`src/rtl/core/lfs_pkg.sv`:
```
// Shared widths, codes and scoring functions for the line-follow steering block.
package lfs_pkg;

  localparam int unsigned DEF_HISTORY_DEPTH = 100;
  localparam int unsigned DEF_LAP_WINDOW    = 30;

  localparam int SENSOR_W = 5;
  localparam int SPEED_W  = 7;
  localparam int WHEEL_W  = 10;
  localparam int MODE_W   = 2;
  localparam int WEIGHT_W = 5;
  localparam int DIV_W    = 4;
  localparam int NUM_W    = 11;

  typedef logic signed [NUM_W:0]    num_t;
  typedef logic signed [WEIGHT_W-1:0] weight_t;

  typedef enum logic [MODE_W-1:0] {
    MODE_CENTER     = 2'd0,
    MODE_LOST_LEFT  = 2'd1,
    MODE_LOST_RIGHT = 2'd2
  } mode_t;

  typedef enum logic {
    REG_LINE_IS_WHITE = 1'b0,
    REG_CRUISE_SPEED  = 1'b1
  } reg_idx_t;

  localparam logic            RST_LINE_IS_WHITE = 1'b1;
  localparam logic [SPEED_W-1:0] RST_CRUISE_SPEED = 7'd60;

  localparam num_t    KP_TIMES_TWO   = 12'sd38;
  localparam weight_t LOST_WEIGHT    = 5'sd9;
  localparam logic [DIV_W-1:0] LOST_INFLUENCE = 4'd2;

  localparam weight_t SIDE_WEIGHT [SENSOR_W] = '{5'sd3, 5'sd1, 5'sd0, -5'sd1, -5'sd3};

  function automatic weight_t frame_weight(input logic [SENSOR_W-1:0] f);
    weight_t acc;
    acc = '0;
    for (int b = 0; b < SENSOR_W; b++) begin
      if (f[b]) begin
        acc = acc + SIDE_WEIGHT[b];
      end
    end
    return acc;
  endfunction

  function automatic logic [DIV_W-1:0] frame_influence(input logic [SENSOR_W-1:0] f);
    logic [DIV_W-1:0] acc;
    acc = '0;
    for (int b = 0; b < SENSOR_W; b++) begin
      if (f[b]) begin
        acc = acc + ((b == 2) ? DIV_W'(1) : DIV_W'(2));
      end
    end
    return acc;
  endfunction

endpackage

```
`src/rtl/core/lfs_if.sv`:
```
// Valid/ready channel interfaces for sensor frames and wheel commands.
interface lfs_in_if;
  import lfs_pkg::*;
  logic                valid;
  logic                ready;
  logic [SENSOR_W-1:0] raw_sensors;
  logic                careful;
  modport source (output valid, raw_sensors, careful, input ready);
  modport sink (input valid, raw_sensors, careful, output ready);
endinterface

interface lfs_out_if;
  import lfs_pkg::*;
  logic                      valid;
  logic                      ready;
  logic signed [WHEEL_W-1:0] left_wheel;
  logic signed [WHEEL_W-1:0] right_wheel;
  logic [MODE_W-1:0]         track_mode;
  logic                      lap_mark_seen;
  modport source (output valid, left_wheel, right_wheel, track_mode, lap_mark_seen,
                  input ready);
  modport sink (input valid, left_wheel, right_wheel, track_mode, lap_mark_seen,
                output ready);
endinterface

```
`src/rtl/core/line_follow_steering.sv`:
```
// Top level of the line-follow steering block: control, registers and result output.
//
// One frame beat on sense (raw_sensors, careful) yields one command beat on drive
// (left_wheel, right_wheel, track_mode, lap_mark_seen), in order.
// sense is ready only while the block is idle; a frame is taken, pushed into
// the outer-bit history in the next cycle, scored and mode-resolved in the one
// after, then the two wheel quotients come out of a pair of bit-serial dividers
// at one quotient bit per cycle.
// sense stays low through the history, scoring and divide steps, so a new frame
// is taken only once the previous command has moved into the drive register.
// The drive output register holds the finished command, so the next frame is
// taken while a command waits; if drive stays stalled when the next command is
// ready, the block holds it and keeps sense low until drive takes its beat.
// Configuration goes through the APB-style port: line_is_white at 0x0,
// cruise_speed at 0x4; line_is_white applies from the next frame taken, cruise_speed from the next frame scored.
// Synchronous reset clears history, recency sums, lap ages (to not seen),
// mode (centered) and loads line_is_white=1, cruise_speed=60; no clearing pass.
module line_follow_steering #(
  parameter int unsigned HISTORY_DEPTH = lfs_pkg::DEF_HISTORY_DEPTH,
  parameter int unsigned LAP_WINDOW    = lfs_pkg::DEF_LAP_WINDOW
) (
  input  logic        clk,
  input  logic        rst,
  input  logic        psel,
  input  logic        penable,
  input  logic        pwrite,
  input  logic [2:0]  paddr,
  input  logic [31:0] pwdata,
  output logic [31:0] prdata,
  output logic        pready,
  lfs_in_if.sink      sense,
  lfs_out_if.source   drive
);
  import lfs_pkg::*;

  localparam int SUM_W = $clog2(HISTORY_DEPTH * (HISTORY_DEPTH + 1) / 2 + 1);
  localparam logic [SUM_W-1:0] LOST_LIMIT = SUM_W'(HISTORY_DEPTH * 4);

  typedef enum logic [4:0] {
    S_IDLE = 5'b00001,
    S_HIST = 5'b00010,
    S_MODE = 5'b00100,
    S_DIV  = 5'b01000,
    S_DONE = 5'b10000
  } state_t;

  state_t              state;
  state_t              state_next;
  logic                line_is_white;
  logic [SPEED_W-1:0]  cruise_speed;
  logic [SENSOR_W-1:0] frame;
  logic                careful;
  mode_t               track_state;
  mode_t               mode_next;
  logic                pend_lap;
  logic                out_valid;
  logic [SUM_W-1:0]    lsum;
  logic [SUM_W-1:0]    rsum;
  logic                lap_seen;
  logic                dark;
  weight_t             weight;
  logic [DIV_W-1:0]    influence;
  logic [DIV_W-1:0]    divisor;
  logic [SPEED_W-1:0]  base;
  logic [NUM_W-1:0]    prod;
  num_t                corr;
  num_t                num_l;
  num_t                num_r;
  logic                l_done;
  logic                r_done;
  num_t                l_quo;
  num_t                r_quo;
  logic                in_beat;
  logic                out_free;
  logic                cfg_write;

  assign pready    = 1'b1;
  assign cfg_write = psel && penable && pwrite && pready;
  assign prdata    = (reg_idx_t'(paddr[2]) == REG_CRUISE_SPEED) ?
                     {25'b0, cruise_speed} : {31'b0, line_is_white};

  always_ff @(posedge clk) begin
    if (rst) begin
      line_is_white <= RST_LINE_IS_WHITE;
      cruise_speed  <= RST_CRUISE_SPEED;
    end else if (cfg_write) begin
      case (reg_idx_t'(paddr[2]))
        REG_LINE_IS_WHITE: line_is_white <= pwdata[0];
        REG_CRUISE_SPEED:  cruise_speed  <= pwdata[SPEED_W-1:0];
        default:           line_is_white <= line_is_white;
      endcase
    end
  end

  assign sense.ready = (state == S_IDLE);
  assign in_beat     = sense.valid && sense.ready;
  assign out_free    = !out_valid || drive.ready;

  always_comb begin
    state_next = state;
    case (state)
      S_IDLE:  if (in_beat) state_next = S_HIST;
      S_HIST:  state_next = S_MODE;
      S_MODE:  state_next = S_DIV;
      S_DIV:   if (l_done) state_next = S_DONE;
      S_DONE:  if (out_free) state_next = S_IDLE;
      default: state_next = S_IDLE;
    endcase
  end

  always_ff @(posedge clk) begin
    if (in_beat) begin
      frame   <= sense.raw_sensors ^ {SENSOR_W{line_is_white}};
      careful <= sense.careful;
    end
  end

  lfs_history #(
    .HISTORY_DEPTH (HISTORY_DEPTH),
    .LAP_WINDOW    (LAP_WINDOW)
  ) u_history (
    .clk      (clk),
    .rst      (rst),
    .push     (state == S_HIST),
    .frame    (frame),
    .lsum     (lsum),
    .rsum     (rsum),
    .lap_seen (lap_seen)
  );

  always_comb begin
    dark      = (frame == '0);
    mode_next = track_state;
    if (!dark) begin
      mode_next = MODE_CENTER;
    end else if (track_state == MODE_CENTER && (lsum > LOST_LIMIT || rsum > LOST_LIMIT)) begin
      mode_next = (lsum > rsum) ? MODE_LOST_LEFT : MODE_LOST_RIGHT;
    end
    weight    = '0;
    influence = '0;
    if (!dark) begin
      weight    = frame_weight(frame);
      influence = frame_influence(frame);
    end else if (mode_next == MODE_LOST_LEFT) begin
      weight    = -LOST_WEIGHT;
      influence = LOST_INFLUENCE;
    end else if (mode_next == MODE_LOST_RIGHT) begin
      weight    = LOST_WEIGHT;
      influence = LOST_INFLUENCE;
    end
  end

  assign base    = careful ? {1'b0, cruise_speed[SPEED_W-1:1]} : cruise_speed;
  assign divisor = (influence == '0) ? DIV_W'(1) : influence;
  assign prod    = NUM_W'(base) * NUM_W'(divisor);
  assign corr    = KP_TIMES_TWO * num_t'(weight);
  assign num_l   = num_t'({1'b0, prod}) + corr;
  assign num_r   = num_t'({1'b0, prod}) - corr;

  lfs_divider u_div_left (
    .clk      (clk),
    .rst      (rst),
    .start    (state == S_MODE),
    .dividend (num_l),
    .divisor  (divisor),
    .done     (l_done),
    .quotient (l_quo)
  );

  lfs_divider u_div_right (
    .clk      (clk),
    .rst      (rst),
    .start    (state == S_MODE),
    .dividend (num_r),
    .divisor  (divisor),
    .done     (r_done),
    .quotient (r_quo)
  );

  always_ff @(posedge clk) begin
    if (rst) begin
      state       <= S_IDLE;
      track_state <= MODE_CENTER;
      out_valid   <= 1'b0;
    end else begin
      state <= state_next;
      if (state == S_MODE) begin
        track_state <= mode_next;
      end
      if (state == S_DONE && out_free) begin
        out_valid <= 1'b1;
      end else if (drive.ready) begin
        out_valid <= 1'b0;
      end
    end
  end

  always_ff @(posedge clk) begin
    if (state == S_MODE) begin
      pend_lap <= lap_seen;
    end
    if (state == S_DONE && out_free) begin
      drive.left_wheel    <= l_quo[WHEEL_W-1:0];
      drive.right_wheel   <= r_quo[WHEEL_W-1:0];
      drive.track_mode    <= track_state;
      drive.lap_mark_seen <= pend_lap;
    end
  end

  assign drive.valid = out_valid;

  a_div_in_phase: assert property (@(posedge clk) disable iff (rst)
    l_done |-> (state == S_DIV))
    else $error("divider finished outside the divide phase");

  a_div_lockstep: assert property (@(posedge clk) disable iff (rst)
    l_done == r_done)
    else $error("wheel dividers out of step");

  a_lit_centers: assert property (@(posedge clk) disable iff (rst)
    (state == S_MODE) && (frame != '0) |=> (track_state == MODE_CENTER))
    else $error("lit frame did not return to centered mode");

endmodule

```
`src/rtl/core/lfs_history.sv`:
```
// Outer-bit history shift lines, recency sums and lap-mark ages.
module lfs_history #(
  parameter int unsigned HISTORY_DEPTH = lfs_pkg::DEF_HISTORY_DEPTH,
  parameter int unsigned LAP_WINDOW    = lfs_pkg::DEF_LAP_WINDOW,
  localparam int SUM_W = $clog2(HISTORY_DEPTH * (HISTORY_DEPTH + 1) / 2 + 1)
) (
  input  logic                          clk,
  input  logic                          rst,
  input  logic                          push,
  input  logic [lfs_pkg::SENSOR_W-1:0]  frame,
  output logic [SUM_W-1:0]              lsum,
  output logic [SUM_W-1:0]              rsum,
  output logic                          lap_seen
);
  import lfs_pkg::*;

  localparam int CNT_W = $clog2(HISTORY_DEPTH + 1);
  localparam int AGE_W = $clog2(LAP_WINDOW + 1);
  localparam logic [SUM_W-1:0] NEW_WEIGHT = SUM_W'(HISTORY_DEPTH);
  localparam logic [AGE_W-1:0] AGE_MAX    = AGE_W'(LAP_WINDOW);

  logic [HISTORY_DEPTH-1:0] left_line;
  logic [HISTORY_DEPTH-1:0] right_line;
  logic [CNT_W-1:0]         left_hit_count;
  logic [CNT_W-1:0]         right_hit_count;
  logic [AGE_W-1:0]         age [3];
  logic [2:0]               marks;

  assign marks = {frame[0], frame[2], frame[4]};

  always_ff @(posedge clk) begin
    if (rst) begin
      left_line       <= '0;
      right_line      <= '0;
      left_hit_count  <= '0;
      right_hit_count <= '0;
      lsum            <= '0;
      rsum            <= '0;
      for (int k = 0; k < 3; k++) begin
        age[k] <= AGE_MAX;
      end
    end else if (push) begin
      left_line  <= {left_line[HISTORY_DEPTH-2:0], frame[4]};
      right_line <= {right_line[HISTORY_DEPTH-2:0], frame[0]};
      left_hit_count  <= left_hit_count - CNT_W'(left_line[HISTORY_DEPTH-1])
                         + CNT_W'(frame[4]);
      right_hit_count <= right_hit_count - CNT_W'(right_line[HISTORY_DEPTH-1])
                         + CNT_W'(frame[0]);
      lsum <= lsum - SUM_W'(left_hit_count) + (frame[4] ? NEW_WEIGHT : '0);
      rsum <= rsum - SUM_W'(right_hit_count) + (frame[0] ? NEW_WEIGHT : '0);
      for (int k = 0; k < 3; k++) begin
        if (marks[k]) begin
          age[k] <= '0;
        end else if (age[k] >= AGE_MAX) begin
          age[k] <= AGE_MAX;
        end else begin
          age[k] <= age[k] + AGE_W'(1);
        end
      end
    end
  end

  assign lap_seen = (age[0] < AGE_MAX) && (age[1] < AGE_MAX) && (age[2] < AGE_MAX);

endmodule

```
`src/rtl/core/lfs_divider.sv`:
```
// Bit-serial restoring divider for one signed wheel command.
module lfs_divider (
  input  logic                      clk,
  input  logic                      rst,
  input  logic                      start,
  input  lfs_pkg::num_t             dividend,
  input  logic [lfs_pkg::DIV_W-1:0] divisor,
  output logic                      done,
  output lfs_pkg::num_t             quotient
);
  import lfs_pkg::*;

  localparam int CNT_W = $clog2(NUM_W);

  logic             busy;
  logic [CNT_W-1:0] cnt;
  logic [NUM_W-1:0] quo;
  logic [DIV_W-1:0] rem;
  logic [DIV_W-1:0] dvs;
  logic             neg;
  logic [DIV_W:0]   rem_shift;
  logic [DIV_W:0]   rem_diff;
  logic             fits;
  num_t             mag;

  assign rem_shift = {rem, quo[NUM_W-1]};
  assign rem_diff  = rem_shift - {1'b0, dvs};
  assign fits      = (rem_shift >= {1'b0, dvs});
  assign mag       = dividend[NUM_W] ? -dividend : dividend;

  always_ff @(posedge clk) begin
    if (rst) begin
      busy <= 1'b0;
      done <= 1'b0;
      cnt  <= '0;
    end else begin
      done <= 1'b0;
      if (start) begin
        busy <= 1'b1;
        cnt  <= '0;
      end else if (busy) begin
        cnt <= cnt + CNT_W'(1);
        if (cnt == CNT_W'(NUM_W - 1)) begin
          busy <= 1'b0;
          done <= 1'b1;
        end
      end
    end
  end

  always_ff @(posedge clk) begin
    if (start) begin
      quo <= mag[NUM_W-1:0];
      rem <= '0;
      dvs <= divisor;
      neg <= dividend[NUM_W];
    end else if (busy) begin
      quo <= {quo[NUM_W-2:0], fits};
      rem <= fits ? rem_diff[DIV_W-1:0] : rem_shift[DIV_W-1:0];
    end
  end

  assign quotient = neg ? -num_t'({1'b0, quo}) : num_t'({1'b0, quo});

endmodule

```
`src/flat_wrapper.sv`:
```
// flat-port wrapper written by rule: the top's interface ports become plain ports
module line_follow_steering_flat import lfs_pkg::*;
#(
  parameter int unsigned HISTORY_DEPTH = lfs_pkg::DEF_HISTORY_DEPTH,
  parameter int unsigned LAP_WINDOW    = lfs_pkg::DEF_LAP_WINDOW
)
  (clk, rst, psel, penable, pwrite, paddr, pwdata, prdata, pready, sense_valid, sense_raw_sensors, sense_careful, sense_ready, drive_valid, drive_left_wheel, drive_right_wheel, drive_track_mode, drive_lap_mark_seen, drive_ready);
  lfs_in_if sense_i ();
  lfs_out_if drive_i ();
  input  logic clk;
  input  logic rst;
  input  logic psel;
  input  logic penable;
  input  logic pwrite;
  input  logic [2:0] paddr;
  input  logic [31:0] pwdata;
  output logic [31:0] prdata;
  output logic pready;
  input wire logic [$bits(sense_i.valid)-1:0] sense_valid;
  input wire logic [$bits(sense_i.raw_sensors)-1:0] sense_raw_sensors;
  input wire logic [$bits(sense_i.careful)-1:0] sense_careful;
  output wire logic [$bits(sense_i.ready)-1:0] sense_ready;
  output wire logic [$bits(drive_i.valid)-1:0] drive_valid;
  output wire logic [$bits(drive_i.left_wheel)-1:0] drive_left_wheel;
  output wire logic [$bits(drive_i.right_wheel)-1:0] drive_right_wheel;
  output wire logic [$bits(drive_i.track_mode)-1:0] drive_track_mode;
  output wire logic [$bits(drive_i.lap_mark_seen)-1:0] drive_lap_mark_seen;
  input wire logic [$bits(drive_i.ready)-1:0] drive_ready;
  assign sense_i.valid = sense_valid;
  assign sense_i.raw_sensors = sense_raw_sensors;
  assign sense_i.careful = sense_careful;
  assign sense_ready = sense_i.ready;
  assign drive_valid = drive_i.valid;
  assign drive_left_wheel = drive_i.left_wheel;
  assign drive_right_wheel = drive_i.right_wheel;
  assign drive_track_mode = drive_i.track_mode;
  assign drive_lap_mark_seen = drive_i.lap_mark_seen;
  assign drive_i.ready = drive_ready;
  line_follow_steering #(.HISTORY_DEPTH(HISTORY_DEPTH), .LAP_WINDOW(LAP_WINDOW)) u_core (.clk(clk), .rst(rst), .psel(psel), .penable(penable), .pwrite(pwrite), .paddr(paddr), .pwdata(pwdata), .prdata(prdata), .pready(pready), .sense(sense_i), .drive(drive_i));
endmodule
```
`config.mk`:
```
export PLATFORM = sky130hd
export DESIGN_NAME = line_follow_steering_flat
export DESIGN_NICKNAME = d
export VERILOG_FILES = /design/src/rtl/core/lfs_pkg.sv /design/src/rtl/core/lfs_if.sv /design/src/rtl/core/line_follow_steering.sv /design/src/rtl/core/lfs_history.sv /design/src/rtl/core/lfs_divider.sv /design/src/flat_wrapper.sv
export SDC_FILE = /design/constraint.sdc
export NUM_CORES = 1
export LEC_CHECK = 0
export ABC_CLOCK_PERIOD_IN_PS = 14300
export BUFFER_PORTS_ARGS = -buffer_cell sky130_fd_sc_hd__buf_2
export CAP_MARGIN = 10
export CORE_MARGIN = 2
export CORE_UTILIZATION = 40
export DETAILED_ROUTE_END_ITERATION = 8
export PLACE_DENSITY_LB_ADDON = 0.05
export SLEW_MARGIN = 20
export SYNTH_ARGS = -nofsm -noshare
export SYNTH_HDL_FRONTEND = slang
export SYNTH_SLANG_ARGS = --single-unit
```
`constraint.sdc`:
```
create_clock -name clk -period 14.3 [get_ports clk]
set_input_delay 0.715 -clock clk [delete_from_list [all_inputs] [get_ports clk]]
set_output_delay 0.715 -clock clk [all_outputs]
set_load 0.005 [all_outputs]
```
==> impl_metrics.env <==
export IMPL_status="finished clean"
export IMPL_clockBufferDepth=3
export IMPL_port_buffers=52
export IMPL_num_rows=78
export IMPL_cp_num_buf_inv=4
export IMPL_syn_avg_cell_area_um2=8.49
export IMPL_drive_gt1_share_pct=7.57
export IMPL_fin_skew_ps=25.3
export IMPL_drv_cap=0
export IMPL_hold_path_class="primary input to flip-flop"
export IMPL_met1Wirelength_um=18600
export IMPL_top_layer="met4"
export IMPL_critPathTopFamily="compound AO/OA/AOI/OAI gates"
export IMPL_cts_root_buf="clkbuf_16"
export IMPL_grt_antenna_before_repair=0
export IMPL_slowest_delay_ps=770
export IMPL_pin_count=106
export IMPL_worst_ir_drop_vdd_uv=201
export IMPL_power_share_sequential_pct=23.7
export IMPL_yosys_area_top_type_share_pct=29.7
export IMPL_final_util_pct=45.0
export IMPL_yosysSeqAreaShare_pct=41.5
export IMPL_p_comb_share_pct=52.9
export IMPL_pwr_density_cell_mw_per_mm2=216
export IMPL_die_y_um=219
export IMPL_yosysWarnings=0
export IMPL_hold_buffers=0
export IMPL_ys_async_sr_fraction_pct=0
export IMPL_final_cell_mix="518 x nand2_1, 298 x a21oi_1, 275 x dfxtp_1, 149 x ha_1, 139 x inv_1"
export IMPL_rsz0062_at_grt="no"
export IMPL_grt_overflow=0
export IMPL_cp_start_kind="flip-flop"
export IMPL_worstPathArrival_ps=9120
export IMPL_die_w_um=219
export IMPL_grt_pass1_vias=13200
export IMPL_cts_tree="built"
export IMPL_cp_required_ps=14580
export IMPL_synth_edff_count=73
export IMPL_design_die_area_mm2=0.0481
export IMPL_detail_route_antenna_nets=0
export IMPL_synth_area_mm2=0.0186
export IMPL_layout_min_cycle_time_ps=8830
export IMPL_worst_pin_slew_ps=1040
export IMPL_timing_max_transition_violations_final=0
export IMPL_period_share_pct=61.8
export IMPL_cts_htree_levels=2
export IMPL_grt_max_degree=103
export IMPL_wl_met2_um=16800
export IMPL_slew_headroom_pct=30.6
export IMPL_p_leak_nw=7.78
export IMPL_nNetsFinal=2409
export IMPL_cts_sinks=348
export IMPL_cts_resized=0
export IMPL_crit_type="flip-flop to flip-flop"
export IMPL_place_detailed_hpwl_um=25100
export IMPL_ys_types=76
export IMPL_cp_slowest_cell="xor2_1"
export IMPL_via_per_inst=4.91
export IMPL_synthCells=2186
export IMPL_crit_fanout=12
export IMPL_dr_total_vias=13800
export IMPL_synthFlopType="dfxtp_1"
export IMPL_cts_buffers=42
export IMPL_globalplace_congestion=0.802
export IMPL_r2r_start="u_core.u_history.rsum[6]"
export IMPL_synth_seq_cells=348
export IMPL_crit_top_cell="o21ai_0"
export IMPL_synth_area_leaders="dfxtp_1 30%, edfxtp_1 12%, nand2_1 10%, ha_1 10%, a21oi_1 8.0%"
export IMPL_grt_pass1_wl_um=64000
export IMPL_diodes=0
export IMPL_cts_setup_buffers=0
export IMPL_clock_latency_ps=570
export IMPL_track_usage_pct=16.0
export IMPL_drcViolationCount=0
export IMPL_cp_startpoint="u_core.u_history.rsum[6]"
export IMPL_power_frac_clock_pct=23.4
export IMPL_p_sw_share_pct=42.0
export IMPL_final_hold_viol_count=0
export IMPL_clk_pin_slew_ps=60
export IMPL_p_int_mw=2.57
export IMPL_wl_per_cell_um=13.4
export IMPL_hold_path_startpoint="sense_careful"
export IMPL_wl_met3_um=1630
export IMPL_p_switching_mw=1.86
export IMPL_finalSetupTns_ps=0
export IMPL_core_mm2=0.0456
export IMPL_first_pass_iters=5
export IMPL_final_common_cell="nand2_1"
export IMPL_drt_initial_drc_count=730
export IMPL_fmax_mhz=113
export IMPL_critPathCaptureType="flip-flop"
export IMPL_wl_um=37700
export IMPL_initial_core_util_pct=40.7
export IMPL_area_growth_pct=10.5
export IMPL_setup_viol=0
export IMPL_synth_top_area_cell="dfxtp_1"
-- path summary, 6_finish.rpt --
check / endpoint / slack, ps / depth (start not counted)
worst max-delay path: u_core.u_div_left.quo[3] / 5470 / 35
worst min-delay path: u_core.careful / 340 / 1
worst max register to register: u_core.u_div_left.quo[3] / 5470 / 35
worst min register to register: u_core.drive.lap_mark_seen / 430 / 0
-- stage by stage --
stage | hold WS [ps] | cells | power, mW | setup WS (ps) | cell area [um^2]
after floorplan | 400 | 2210 | 2.99 | 6890 | 18600
after global placement | 406 | 2741 | 3.39 | 5420 | 19100
after detailed placement | 413 | 2741 | 3.42 | 5440 | 19100
after CTS | 311 | 2818 | 4.49 | 5390 | 20500
after global routing | 326 | 2818 | 4.81 | 4760 | 20500
final | 341 | 2818 | 4.44 | 5470 | 20500
-- metal layers --
layer | global-route usage [%] | vias to the layer above
li1 | - | 7238
met1 | 21.6 | 6390
met2 | 25.9 | 164
met3 | 3.28 | 46
met4 | 4.62 | 0
met5 | 0 | -
-- state kept, by name, indices dropped and copies added, names as in the netlist, 2 cells and up --
| signal | cells |
|---|---|
| u_core.u_history.left_line | 100 |
| u_core.u_history.right_line | 100 |
| u_core.u_history.age | 15 |
| u_core.u_history.lsum | 13 |
| u_core.u_history.rsum | 13 |
| u_core.u_div_left.quo | 11 |
| u_core.u_div_right.quo | 11 |
| u_core.drive.left_wheel | 10 |
| u_core.drive.right_wheel | 10 |
| u_core.cruise_speed | 7 |
| u_core.u_history.left_hit_count | 7 |
| u_core.u_history.right_hit_count | 7 |
| u_core.frame | 5 |
| u_core.state | 5 |
| u_core.u_div_left.cnt | 4 |
| u_core.u_div_left.dvs | 4 |
| u_core.u_div_left.rem | 4 |
| u_core.u_div_right.cnt | 4 |
| u_core.u_div_right.rem | 4 |
| u_core.drive.track_mode | 2 |
| u_core.track_state | 2 |
-- synth_stat cells (5+ instances only) --
cell type and instances:
edfxtp_1 73, o21bai_1 6, clkbuf_1 84, inv_1 139
buf_1 12, a21oi_1 298, dfxtp_1 275, a21o_1 20
o21a_1 7, nand4_1 10, o31ai_1 10, nand3_1 14
xor2_1 46, a31oi_1 6, o21ai_1 14, a211oi_1 25
and2_1 13, or3_1 7, xnor2_1 68, nor3_1 22
nor4b_1 5, nor2_1 110, buf_4 31, nand3b_1 6
nand2b_1 24, ha_1 149, mux2i_1 11, fa_1 27
or2_2 8, nor2b_1 15, nand2_1 518, o21ai_0 56
-- power groups by stage --
stage | registers, mW | logic (mW) | clock network, mW
final | 1.05 | 2.35 | 1.04
after global routing | 1.06 | 2.63 | 1.12
after CTS | 1.05 | 2.36 | 1.08
after detailed placement | 1.07 | 2.35 | 0
after global placement | 1.07 | 2.32 | 0
after floorplan | 1.06 | 1.93 | 0
-- final cells by class --
class / count / area, um^2
Inverter: 141 / 529
Fill cell: 4534 / 25100
Tap cell: 600 / 751
Multi-Input combinational cell: 1590 / 9830
Timing Repair Buffer: 62 / 344
Clock inverter: 18 / 161
Sequential cell: 348 / 7700
Clock buffer: 59 / 1200
-- cells by family after synthesis --
logic type / after synthesis / share of synthesized area [%]
other: 2 / 0.0405
adders and majority gates: 176 / 13.0
muxes: 15 / 0.836
AOI/OAI and AO/OA: 482 / 15.0
xor gates and xnor gates: 117 / 5.76
DFF: 348 / 41.5
and+or+nand+nor: 774 / 17.7
buffers and inverters: 272 / 6.19
No activity file was read; power rests on OpenSTA's default activity.
